File: src/rtl/core/mwt_pkg.sv
// ----------------------------------------------------------------------------
// Millisecond wait timer bank package
// Shared constants, command and status codes, and the request type.
// ----------------------------------------------------------------------------
`default_nettype none

package mwt_pkg;

  localparam int TIMERS = 8;
  localparam int IDX_W  = (TIMERS > 1) ? $clog2(TIMERS) : 1;

  localparam logic [1:0] CMD_TICK   = 2'd0;
  localparam logic [1:0] CMD_POLL   = 2'd1;
  localparam logic [1:0] CMD_CANCEL = 2'd2;

  localparam logic [1:0] ST_WAIT = 2'd0;
  localparam logic [1:0] ST_UP   = 2'd1;
  localparam logic [1:0] ST_BAD  = 2'd2;

  localparam logic [31:0] DUR_CANCEL = 32'hFFFF_FFFF;

  typedef struct packed {
    logic [1:0]  command;
    logic [7:0]  timer_id;
    logic [31:0] duration;
  } mwt_req_t;

endpackage

`default_nettype wire

File: src/rtl/core/mwt_bank.sv
// ----------------------------------------------------------------------------
// Timer bank state and evaluation
// Holds the millisecond counter and the per-timer state, evaluates one item
// and updates the state when the item is processed.
// ----------------------------------------------------------------------------
`default_nettype none

module mwt_bank (
  input  wire logic            clk,
  input  wire logic            rst_n,
  input  wire logic            fire,
  input  wire mwt_pkg::mwt_req_t req,
  output logic [1:0]           status
);

  logic [31:0]                now_r;
  logic [31:0]                now_nxt;
  logic [mwt_pkg::TIMERS-1:0] wait_r;
  logic [mwt_pkg::TIMERS-1:0] wait_nxt;
  logic [31:0]                start_r [mwt_pkg::TIMERS];
  logic                       start_we;
  logic [mwt_pkg::IDX_W-1:0]  idx;
  logic                       id_ok;
  logic [31:0]                elapsed;

  assign idx     = req.timer_id[mwt_pkg::IDX_W-1:0];
  assign id_ok   = {1'b0, req.timer_id} < 9'(mwt_pkg::TIMERS);
  assign elapsed = now_r - start_r[idx];

  always_comb begin
    now_nxt  = now_r;
    wait_nxt = wait_r;
    start_we = 1'b0;
    status   = mwt_pkg::ST_WAIT;
    case (req.command)
      mwt_pkg::CMD_TICK: begin
        now_nxt = now_r + 32'd1;
      end
      mwt_pkg::CMD_POLL, mwt_pkg::CMD_CANCEL: begin
        if (!id_ok) begin
          status = mwt_pkg::ST_BAD;
        end else if (req.command == mwt_pkg::CMD_CANCEL ||
                     req.duration == mwt_pkg::DUR_CANCEL) begin
          wait_nxt[idx] = 1'b0;
        end else if (!wait_r[idx]) begin
          wait_nxt[idx] = 1'b1;
          start_we      = 1'b1;
        end else if (elapsed > req.duration) begin
          wait_nxt[idx] = 1'b0;
          status        = mwt_pkg::ST_UP;
        end
      end
      default: begin
      end
    endcase
  end

  always_ff @(posedge clk) begin
    if (!rst_n) begin
      now_r  <= '0;
      wait_r <= '0;
    end else if (fire) begin
      now_r  <= now_nxt;
      wait_r <= wait_nxt;
    end
  end

  always_ff @(posedge clk) begin
    if (fire && start_we) begin
      start_r[idx] <= now_r;
    end
  end

endmodule

`default_nettype wire

File: src/rtl/core/millisecond_wait_timer_bank.sv
// Each item goes through the input register, then the result register.
// Throughput: one item per cycle unless out_ready stalls, with the timer
// state read and updated in a single stage between those two registers.
// Reset: synchronous active-low rst_n clears the counter, all timers to idle,
// and both pipeline valid flags.
// ----------------------------------------------------------------------------
// Millisecond wait timer bank
// Bank of wait timers sharing one millisecond counter, advanced by tick
// items, with a valid/ready input channel and a registered status output.
// ----------------------------------------------------------------------------
`default_nettype none

module millisecond_wait_timer_bank (
  input  wire logic        clk,
  input  wire logic        rst_n,
  input  wire logic        in_valid,
  output logic             in_ready,
  input  wire logic [1:0]  in_command,
  input  wire logic [7:0]  in_timer_id,
  input  wire logic [31:0] in_duration,
  output logic             out_valid,
  input  wire logic        out_ready,
  output logic [1:0]       out_status
);

  logic              in_valid_r;
  mwt_pkg::mwt_req_t req_r;
  logic              out_valid_r;
  logic [1:0]        out_status_r;
  logic              advance;
  logic              fire;
  logic [1:0]        status;

  assign advance  = !out_valid_r || out_ready;
  assign fire     = in_valid_r && advance;
  assign in_ready = !in_valid_r || advance;

  assign out_valid  = out_valid_r;
  assign out_status = out_status_r;

  mwt_bank u_bank (
    .clk    (clk),
    .rst_n  (rst_n),
    .fire   (fire),
    .req    (req_r),
    .status (status)
  );

  always_ff @(posedge clk) begin
    if (!rst_n) begin
      in_valid_r  <= 1'b0;
      out_valid_r <= 1'b0;
    end else begin
      if (in_ready) begin
        in_valid_r <= in_valid;
      end
      if (advance) begin
        out_valid_r <= in_valid_r;
      end
    end
  end

  always_ff @(posedge clk) begin
    if (in_valid && in_ready) begin
      req_r.command  <= in_command;
      req_r.timer_id <= in_timer_id;
      req_r.duration <= in_duration;
    end
    if (fire) begin
      out_status_r <= status;
    end
  end

`ifndef ASSERT_OFF
  a_fire_gives_result: assert property (@(posedge clk) disable iff (!rst_n)
    fire |=> out_valid_r)
    else $error("processed item did not produce a result");

  a_tick_status: assert property (@(posedge clk) disable iff (!rst_n)
    (fire && req_r.command == mwt_pkg::CMD_TICK) |=> out_status_r == mwt_pkg::ST_WAIT)
    else $error("tick item gave a nonzero status");

  a_bad_id: assert property (@(posedge clk) disable iff (!rst_n)
    (fire && (req_r.command == mwt_pkg::CMD_POLL || req_r.command == mwt_pkg::CMD_CANCEL)
     && {1'b0, req_r.timer_id} >= 9'(mwt_pkg::TIMERS))
    |=> out_status_r == mwt_pkg::ST_BAD)
    else $error("bad timer number not reported");

  a_empty_input_ready: assert property (@(posedge clk) disable iff (!rst_n)
    !in_valid_r |-> in_ready)
    else $error("input stalled with an empty input register");
`endif

endmodule

`default_nettype wire
File: config.mk
export PLATFORM = sky130hd
export DESIGN_NAME = millisecond_wait_timer_bank
export DESIGN_NICKNAME = d
export VERILOG_FILES = /design/src/rtl/core/mwt_pkg.sv /design/src/rtl/core/mwt_bank.sv /design/src/rtl/core/millisecond_wait_timer_bank.sv
export SDC_FILE = /design/constraint.sdc
export NUM_CORES = 1
export LEC_CHECK = 0
export BUFFER_PORTS_ARGS = -buffer_cell sky130_fd_sc_hd__buf_2
export CAP_MARGIN = 40
export CORE_MARGIN = 4
export CORE_UTILIZATION = 45
export DETAILED_ROUTE_END_ITERATION = 16
export GPL_TIMING_DRIVEN = 0
export PLACE_DENSITY_LB_ADDON = 0.2
export SLEW_MARGIN = 10
export SYNTH_ARGS = -nofsm -noshare
export SYNTH_HDL_FRONTEND = slang
export SYNTH_SLANG_ARGS = --single-unit
File: constraint.sdc
create_clock -name clk -period 6.6 [get_ports clk]
set_input_delay 0.99 -clock clk [delete_from_list [all_inputs] [get_ports clk]]
set_output_delay 0.99 -clock clk [all_outputs]
set_load 0.1 [all_outputs]
Yosys cells after proc, flatten, opt, wreduce, memory -nomap -nowiden
Memories as Yosys holds them, arrays and structs flattened. A register that Yosys moved wholly into a read port is not among the register bits. Index checks and enable logic that the tools add are counted.

Memories: 1. Bits in writable memories: 256. Register bits: 86. Output and inout bits: 4. Bits of input ports: 46.

Memory list: u_bank.start_r (words 8, bits a word 32, rd ports 1, clocked after Yosys merged registers in 1, wr ports 1, line mwt_bank.sv:20) `logic [31:0] start_r [mwt_pkg::TIMERS];`.

Equality and inequality tests: 4. Add/subtract/negate cells: 2. Reduce and logical (&&, ||, !) cells: 14. Bitwise operators: 6. Mux-type cells: 18. Magnitude comparators: 4.

Operators with widths (count): adder 32 x 1 -> 32 bit (second input constant) (1); equality test 32 bit (second input constant) (1); greater-than comparator 32 bit (1); subtractor 32 bit (1); 2-to-1 mux 8 bit (3); 2-to-1 mux 1 bit (9); bitwise AND 8 bit (1); < comparator 8 x 4 -> 1 bit (second input constant) (1); inverter 8 bit (1); OR 8 bit (1); 2-to-1 mux 2 bit (3); logical AND 1 bit (4); < comparator 3 x 4 -> 1 bit (second input constant) (1); AND reduction 4 bit (1); OR reduction 4 bit (1); binary-select mux 1 bit (select 3 bit) (1); demux 1 bit (select 3 bit) (1); greater-or-equal comparator 3 x 1 -> 1 bit (second input constant) (1); logical OR 1 bit (3); 2-to-1 mux 3 bit (1); != test 3 x 2 -> 1 bit (second input constant) (1); inverter 1 bit (3); equality test 2 x 1 -> 1 bit (second input constant) (1); equality test 2 bit (second input constant) (1); 4 further kinds (5).

Longest topological paths before layout
Gate-level depths: netlist of run 1.

Word-level depth: 9. Mapped depth: 24. Depth with buffers taken out: 22.

Modules after synthesis
A second synthesis of run 1 with hierarchy kept.

Cells, all modules: 1067. Area, all modules: 14979.4 um^2.

Modules (own cells, without submodules): mwt_bank (cells an instance 1014, seq. area each 8488.1 um^2, instances 1, area an instance 13554.2 um^2); millisecond_wait_timer_bank (cells an instance 53, seq. area each 1361.3 um^2, instances 1, area an instance 1425.1 um^2).

Least setup slack after synthesis of run 1
Ideal clock, no wire load.

Path type: input -> register. From: input out_ready. To: memory u_bank.start_r[0][0] (enable). Data required time: 6.099 ns. Data arrival time: 4.716 ns. Stages on the path: 5. Slack: 1.383 ns. Setup time: 0.501 ns. Buffers on the path: 0. Cell sequence: nand2b_1 > and2_2 > and3_4 > nand2_1 > nor4_1.

Word-level cells in the longest chain between the ends: 5.

RTL lines: start, declared (line millisecond_wait_timer_bank.sv:22) `input wire logic out_ready,`; logical OR 1 bit (line millisecond_wait_timer_bank.sv:34) `assign advance = !out_valid_r || out_ready;`; logical AND 1 bit (line millisecond_wait_timer_bank.sv:35) `assign fire = in_valid_r && advance;`; net fire (line millisecond_wait_timer_bank.sv:31) `logic fire;`; logical AND 1 bit (line mwt_bank.sv:69) `if (fire && start_we) begin`; 2-to-1 mux 1 bit (line mwt_bank.sv:69); 2-to-1 mux 1 bit (implied by the code) (line mwt_bank.sv:70) `start_r[idx] <= now_r;`; end, declared (line mwt_bank.sv:20).

The timed path passes the listed nets, and every way through them passes these cells.

==> results of run 1 <==
==> worst register-to-register path: stages, from the launching register on <==
cell and delay, ns:
dfxtp_1 0.68, buf_2 0.50, mux4_2 0.57, mux2i_1 0.27, ha_1 0.36, and3_1 0.21
a211oi_2 0.28, a211oi_2 0.11, nor2_1 0.31, a21oi_4 0.12, a21boi_1 0.32, o21ai_1 0.15
xor2_1 0.16, ha_1 0.31, nand4_2 0.15, nor4_4 0.37, and3_2 0.28, nor2b_1 0.05
a22o_2 0.25, a21oi_4 0.22, buf_8 0.18, o211ai_2 0.08, o31ai_1 0.11
==> sequential cells by signal (all words and copies together) (netlist names), named ones only <==
name            flops
u_bank.start_r    256
req_r              42
u_bank.now_r       32
out_status          2
in_valid_r          1
out_valid           1
==> power groups by stage <==
stage / combinational (mW) / clock, mW / sequential [mW]
finish: 0.200 / 2.12 / 2.38
global route: 0.220 / 2.26 / 2.38
CTS: 0.205 / 2.16 / 2.37
detailed placement: 0.203 / 0 / 2.42
global placement: 0.196 / 0 / 2.42
floorplan: 0.128 / 0 / 2.42
==> what timing repair did <==
item / CTS / global route
gates resized for setup: 0 / 12
endpoints found under the setup margin: 0 / 8
setup buffers: 0 / 0
hold endpoints to repair: 0 / 0
==> cell families after synthesis <==
kind of cell | synth area share (%)
mux | 11.8
fa+ha+maj | 5.51
flops | 63.6
xor+xnor | 3.20
buf+inv | 1.85
compound gates | 6.35
simple gates | 7.69
==> area by class of cell <==
class | instances | area (um2) | area share [%]
Multi-Input combinational cell | 568 | 5450 | 30.3
Sequential cell | 345 | 9910 | 55.1
Tap cell | 448 | 561 | 3.12
Clock inverter | 19 | 203 | 1.13
Buffer | 28 | 135 | 0.751
Timing Repair Buffer | 72 | 524 | 2.91
Clock buffer | 48 | 1050 | 5.85
Inverter | 42 | 158 | 0.876
==> through the flow <==
| step | hold WS, ns | instance area (um2) | setup slack, ns | util, % | setup TNS, ns |
|---|---|---|---|---|---|
| after CTS | 0.479 | 18000 | 0.152 | 53.1 | 0 |
| final | 0.474 | 18000 | 0.429 | 53.1 | 0 |
| after floorplan | 0.434 | 15600 | 1.38 | - | 0 |
| after global placement | 0.452 | 16400 | -2.48 | 48.4 | -118.27 |
| after global routing | 0.499 | 18000 | 0.00137 | 53.1 | 0 |
| after detailed placement | 0.471 | 16700 | 0.200 | 49.4 | 0 |
==> per-layer routing <==
metal	vias up	global-route usage, %
met2	215	28.4
met3	43	2.97
li1	4061	-
met4	0	4.40
met5	-	0
met1	4413	25.7
==> worst paths after layout <==
path              startpoint   endpoint  slack [ns]  depth (start not counted)
setup reg to reg   flip-flop  flip-flop        0.43                         22
hold / removal     flip-flop  flip-flop        0.47                          2
hold reg to reg    flip-flop  flip-flop        0.47                          2
setup / recovery   flip-flop  flip-flop        0.43                         22
==> cells in the final DEF (no fill, tap or decap), types with 41 or more instances in the layout <==
cell type    n
a21oi_1     44
ha_1        67
dfxtp_1     45
edfxtp_1   300
clkbuf_16   41
mux4_2      64
buf_2       57
nand2_1     44
inv_1       41
==> results by group, run 1 <==
GRT
  – Initial antenna violation count: 0
  – GRT Total Usage: 17.8%
  – Vias in the first global route: 8822
  – First-pass GRT wire length: 52400 um
  – Largest net degree at the start of global routing: 43
  – GRT overflow: 0

Route
  – Max layer used: met4
  – Pre-antenna DRT Iters: 5
  – Post-route DRC violation count: 0
  – Post-route ant nets: 0
  – Post-DR vias/cell: 5.56
  – Via Count: 8732
  – Initial drt markers: 573
  – WL met3: 1640 um
  – DRT met1 WL: 15500 um
  – Met2 wire length: 16000 um
  – Final WL: 33700 um
  – DR WL/cell: 21.5 um

Run status
  – Status: completed

Floorplan
  – Std-Cell Rows: 67
  – Starting density of the core: 46.0%
  – DIE WIDTH: 194 um
  – Die area: 0.0377 mm2
  – IO Pins: 50
  – CORE AREA: 0.0339 mm2
  – Die H: 194 um

Power
  – Pleak: 7.11 nW
  – Sequential Power Share: 50.6%
  – Switching Share: 20.5%
  – Logic pwr share: 4.3%
  – Max VDD drop: 0.000209 V
  – Clk pwr share: 45.1%
  – Tot Pwr: 4.69 mW
  – Pwr per Cell Area: 261 mW/mm2
  – Sw Pwr: 0.962 mW
  – Internal: 3.73 mW

Critical path
  – Arr. time, crit path: 6.60 ns
  – Worst setup EP type: flip-flop
  – Critical Path RT: 7.03 ns
  – Sum of buffers and inverters on the critical path: 2
  – Critical Path Source Type: flip-flop
  – Crit path largest cell delay: 0.68 ns
  – Worst-path fanout max: 10
  – CP Cell Sequence: buf_2 -> mux4_2 -> mux2i_1 -> ha_1 -> and3_1 -> a211oi_2 -> a211oi_2 -> nor2_1 -> a21oi_4 -> a21boi_1 -> o21ai_1 -> xor2_1 -> ha_1 -> nand4_2 -> nor4_4 -> and3_2 -> nor2b_1 -> a22o_2 -> a21oi_4 -> buf_8 -> o211ai_2 -> o31ai_1
  – Kind of cell adding the most delay to the critical path: compound AO/OA/AOI/OAI gates
  – WS Path Type: flip-flop to flip-flop
  – Slowest cell on the critical path: dfxtp_1

Timing
  – Measured slew at the worst slew-check pin: 0.874 ns
  – Max Fclk: 162 MHz
  – Post-Route Skew: 0.0205 ns
  – Slew HR: 41.7%
  – RSZ-0062 raised after global routing: false
  – Shortest period the worst path allows: 6.17 ns
  – Fin. Hold Viols: 0
  – Tcrit/Tclk final: 93.5%
  – Setup violators final: 0
  – Max-slew violation count: 0

Synthesis
  – Syn_nets: 1098
  – Top cell type by total area after synthesis: edfxtp_1
  – Synth Flop Type: edfxtp_1
  – Syn Inst Count: 984
  – Synth async-reset ratio: 0%
  – Post-synth EDFFs: 300
  – Syn Area/Cell: 15.8 um2
  – Post-synthesis register bit count: 345
  – Cell area after synthesis: 0.0156 mm2
  – Count leader, synth: edfxtp_1
  – Synth top cells by count: edfxtp_1 (300), ha_1 (67), mux4_2 (64), dfxtp_1 (45)
  – Ys Warns: 0
  – Synth area leaders: edfxtp_1 (58%), mux4_2 (9.2%), dfxtp_1 (5.8%), ha_1 (5.4%), mux2i_1 (2.4%)
  – Netlist cell types: 74
  – Post-synth top area share: 57.8%
  – Seq/Total Area, Yosys: 63.6%

Placement
  – Detailed placement HPWL: 22900 um
  – Port buffer count: 49
  – Placer Congestion: 0.818
  – DP Cell Count: 1504

Cells and area
  – Final net count: 1209
  – Area Overhead vs Synth: 15.4%
  – # fillers: 2753
  – Ratio of cells with drive above 1 in the final layout: 22.7%
  – Antenna Cells: 0
  – Non-Filler Instances: 1570

CTS
  – CTS tree: done
  – Worst-path clk slew: 0.06 ns
  – Worst-Skew Late Latency: 0.52 ns
  – # hold bufs at CTS: 0
  – Root Driver: clkbuf_16
  – CTS sink cnt: 345
  – H-tree Lvls: 2
  – Num CTS Buffers: 38
  – Max clock buf depth: 3

Worst hold path
  – HP Class: flip-flop to flip-flop

Flow run
  – Max Cap Viol: 0
No activity file was read; power rests on OpenSTA's default activity.
==> run 2: changes to the inputs <==
BUFFER_PORTS_ARGS = unset   (was -buffer_cell sky130_fd_sc_hd__buf_2)
DONT_BUFFER_PORTS = 1   (was unset)
SYNTH_HIERARCHICAL = 1   (was unset)
==> run 2 against run 1 <==
  * Worst hold slack gained 0.023 ns
  * Worst setup slack lost 0.19 ns
  * Combinational power shrank 4%
  * Flip-flop and latch count shrank 3
  * Via count grew 7.9%
  * Synthesized area shrank 3.9%
  * First-iteration DRC count grew 54%
  * Die area shrank 3.7%
  * Maximum frequency shrank 2.9%
  * Critical path type unchanged
  * Largest cell class unchanged
  * Highest routed layer is now met5
==> results by group, run 2 <==
Cells and area
  – Ratio of cells with drive above 1 in the final layout: 12.7% (was 22.7%)
  – Antenna Cells: 0 (unchanged)
  – Fin util: 52.9% (was 53.1%)
  – Largest register by flop count: u_bank/start_r (was u_bank.start_r)
  – Most common cell after layout, fill and taps aside: edfxtp_1 (unchanged)
  – Final net count: 1243 (was 1209)
  – Most frequent cells in the layout: edfxtp_1 (300), a22oi_1 (76), ha_1 (67) (was edfxtp_1 (300), ha_1 (67), mux4_2 (64))
  – Non-Filler Instances: 1596 (was 1570)
  – Fin area: 0.0173 mm2 (was 0.0180 mm2)
  – Area Overhead vs Synth: 15.5% (was 15.4%)
  – Max reg flops: 256 (unchanged)
  – Biggest regs: u_bank/start_r x256, req_r x42, u_bank/now_r x32 (was u_bank.start_r x256, req_r x42, u_bank.now_r x32)

CTS
  – Worst-Skew Late Latency: 0.52 ns (about the same)
  – Max clock buf depth: 3 (unchanged)
  – Root Driver: clkbuf_16 (unchanged)
  – CTS tree: done (unchanged)
  – # hold bufs at CTS: 0 (unchanged)
  – CTS sink cnt: 342 (was 345)
  – Worst-path clk slew: 0.06 ns (about the same)
  – H-tree Lvls: 2 (unchanged)
  – Num CTS Buffers: 36 (was 38)

GRT
  – GRT overflow: 0 (unchanged)
  – Initial antenna violation count: 2 (was 0)
  – Vias in the first global route: 9163 (was 8822)
  – GRT Total Usage: 21.5% (was 17.8%)
  – First-pass GRT wire length: 58500 um (was 52400 um)
  – Largest net degree at the start of global routing: 31 (was 43)

Synthesis
  – Synth top cells by count: edfxtp_1 (300), a22oi_1 (76), ha_1 (67), inv_1 (48), nand2_1 (44) (was edfxtp_1 (300), ha_1 (67), mux4_2 (64), dfxtp_1 (45))
  – Synth Flop Type: edfxtp_1 (unchanged)
  – Seq/Total Area, Yosys: 65.8% (was 63.6%)
  – Post-synth top area share: 60.1% (was 57.8%)
  – Post-synthesis register bit count: 342 (was 345)
  – Cell area after synthesis: 0.0150 mm2 (was 0.0156 mm2)
  – Syn Inst Count: 1067 (was 984)
  – Count leader, synth: edfxtp_1 (unchanged)
  – Netlist cell types: 74 (unchanged)
  – Synth async-reset ratio: 0% (unchanged)
  – Post-synth EDFFs: 300 (unchanged)
  – Ys Warns: 6 (was 0)
  – Top cell type by total area after synthesis: edfxtp_1 (unchanged)
  – Synth area leaders: edfxtp_1 (60%), dfxtp_1 (5.6%), ha_1 (5.6%), a22oi_1 (3.8%), xnor2_1 (2.3%) (was edfxtp_1 (58%), mux4_2 (9.2%), dfxtp_1 (5.8%), ha_1 (5.4%), mux2i_1 (2.4%))
  – Syn Area/Cell: 14.0 um2 (was 15.8 um2)
  – Syn_nets: 1181 (was 1098)

Critical path
  – Critical Path RT: 7.03 ns (about the same)
  – Arr. time, crit path: 6.79 ns (was 6.60 ns)
  – Worst-path fanout max: 10 (unchanged)
  – WS Path Type: flip-flop to flip-flop (unchanged)
  – Critical Path Source Type: flip-flop (unchanged)
  – Slowest cell on the critical path: fa_1 (was dfxtp_1)
  – Crit path largest cell delay: 0.41 ns (was 0.68 ns)
  – Worst setup EP type: flip-flop (unchanged)

Worst hold path
  – HP Class: flip-flop to flip-flop (unchanged)

Floorplan
  – Starting density of the core: 45.8% (was 46.0%)
  – DIE WIDTH: 190 um (was 194 um)
  – Std-Cell Rows: 66 (was 67)
  – CORE AREA: 0.0327 mm2 (was 0.0339 mm2)
  – Die area: 0.0363 mm2 (was 0.0377 mm2)
  – IO Pins: 50 (unchanged)
  – Die H: 190 um (was 194 um)

Placement
  – Area after DPL: 0.0160 mm2 (was 0.0167 mm2)
  – Placer Congestion: 0.819 (was 0.818)
  – DP Cell Count: 1533 (was 1504)
  – Port buffer count: 0 (was 49)
  – Detailed placement HPWL: 26400 um (was 22900 um)

Power
  – Pwr per Cell Area: 264 mW/mm2 (was 261 mW/mm2)
  – Tot Pwr: 4.56 mW (was 4.69 mW)
  – Pleak: 6.50 nW (was 7.11 nW)
  – Max VDD drop: 0.000180 V (was 0.000209 V)

Timing
  – Max Fclk: 157 MHz (was 162 MHz)
  – Measured slew at the worst slew-check pin: 0.907 ns (was 0.874 ns)
  – Max-slew violation count: 0 (unchanged)
  – Fin. Hold Viols: 0 (unchanged)
  – Slew HR: 39.1% (was 41.7%)
  – Setup violators final: 0 (unchanged)
  – Tcrit/Tclk final: 96.3% (was 93.5%)
  – Shortest period the worst path allows: 6.36 ns (was 6.17 ns)
  – Post-Route Skew: 0.0141 ns (was 0.0205 ns)

Route
  – Final WL: 39000 um (was 33700 um)
  – Pre-antenna DRT Iters: 5 (unchanged)
  – DR WL/cell: 24.4 um (was 21.5 um)
  – Initial drt markers: 883 (was 573)
  – Post-DR vias/cell: 5.90 (was 5.56)
  – Post-route DRC violation count: 0 (unchanged)
  – Via Count: 9423 (was 8732)
  – Post-route ant nets: 0 (unchanged)

Flow run
  – Max Cap Viol: 0 (unchanged)

Run status
  – Status: completed (unchanged)
[run 2: cell count changes after synthesis, sizes merged, moves of 9 or more]
| cell | before | now |
|---|---|---|
| a21oi | 47 | 38 |
| a221oi | 2 | 31 |
| a22o | 1 | 28 |
| a22oi | 0 | 76 |
| and3 | 11 | 39 |
| clkbuf | 19 | 32 |
| mux2i | 37 | 0 |
| mux4 | 64 | 0 |
[run 2: logic make-up after synthesis]
kind of cell / Yosys count / share of synthesized area [%]
flip-flops: 342 / 65.8
buffers and inverters: 89 / 2.36
AO/OA/AOI/OAI: 269 / 13.4
AND/OR/NAND/NOR: 245 / 9.64
adder cells (fa/ha/maj): 68 / 5.73
XOR/XNOR: 54 / 3.16
[run 2: per-stage QoR]
stage          worst slack (ns)  setup TNS, ns  hold slack (ns)
3_5_place_dp              -1.23         -10.47            0.485
3_3_place_gp              -1.67         -14.41            0.479
4_1_cts                  0.0450              0            0.496
5_1_grt                 -0.0104        -0.0121            0.509
2_1_floorplan             0.937              0            0.460
6_report                  0.243              0            0.497
[run 2: repair_timing]
item                       in CTS  in global routing
pin swaps                       4                  4
gates resized for setup        34                 25
setup endpoints to repair       9                  9
setup buffers                   6                  3
[run 2: layout make-up]
cell class	count	area, um2
Buffer	32	199
Clock buffer	48	956
Clock inverter	15	209
Fill cell	2722	15400
Inverter	48	180
Multi-Input combinational cell	636	4920
Sequential cell	342	9850
Tap cell	442	553
Timing Repair Buffer	33	442
[run 2: critical path: cells and delay by family, from the launching register on]
kind | cells | cell delay (ns)
buffers and inverters | 6 | 1.08
DFF | 1 | 0.36
adders and majority gates | 3 | 0.87
and+or+nand+nor | 5 | 1.00
xor gates and xnor gates | 1 | 0.18
AOI/OAI and AO/OA | 14 | 2.77
[run 2: path summary, 6_finish.rpt]
check / startpoint / end / slack, ns / cells after the start
max: req_r[34]$_DFFE_PP_ / flip-flop / 0.24 / 29
min: flip-flop / flip-flop / 0.50 / 2
max reg2reg: req_r[34]$_DFFE_PP_ / flip-flop / 0.24 / 29
min reg2reg: flip-flop / flip-flop / 0.50 / 2
[run 2: power by group]
| part | internal (mW) | switching [mW] | total, mW |
|---|---|---|---|
| combinational | 0.0686 | 0.123 | 0.192 |
| clock | 1.21 | 0.796 | 2.01 |
| sequential | 2.34 | 0.0148 | 2.36 |
[run 2: layer usage]
layer | vias up | track usage, % | wire [um] | part of all wire, %
li1 | 4324 | - | - | -
met1 | 4664 | 30.9 | 17300 | 44
met2 | 368 | 33.5 | 17700 | 45
met3 | 65 | 4.19 | 2980 | 7.6
met4 | 2 | 6.16 | 1010 | 2.6
met5 | - | 0 | 16 | 0.041
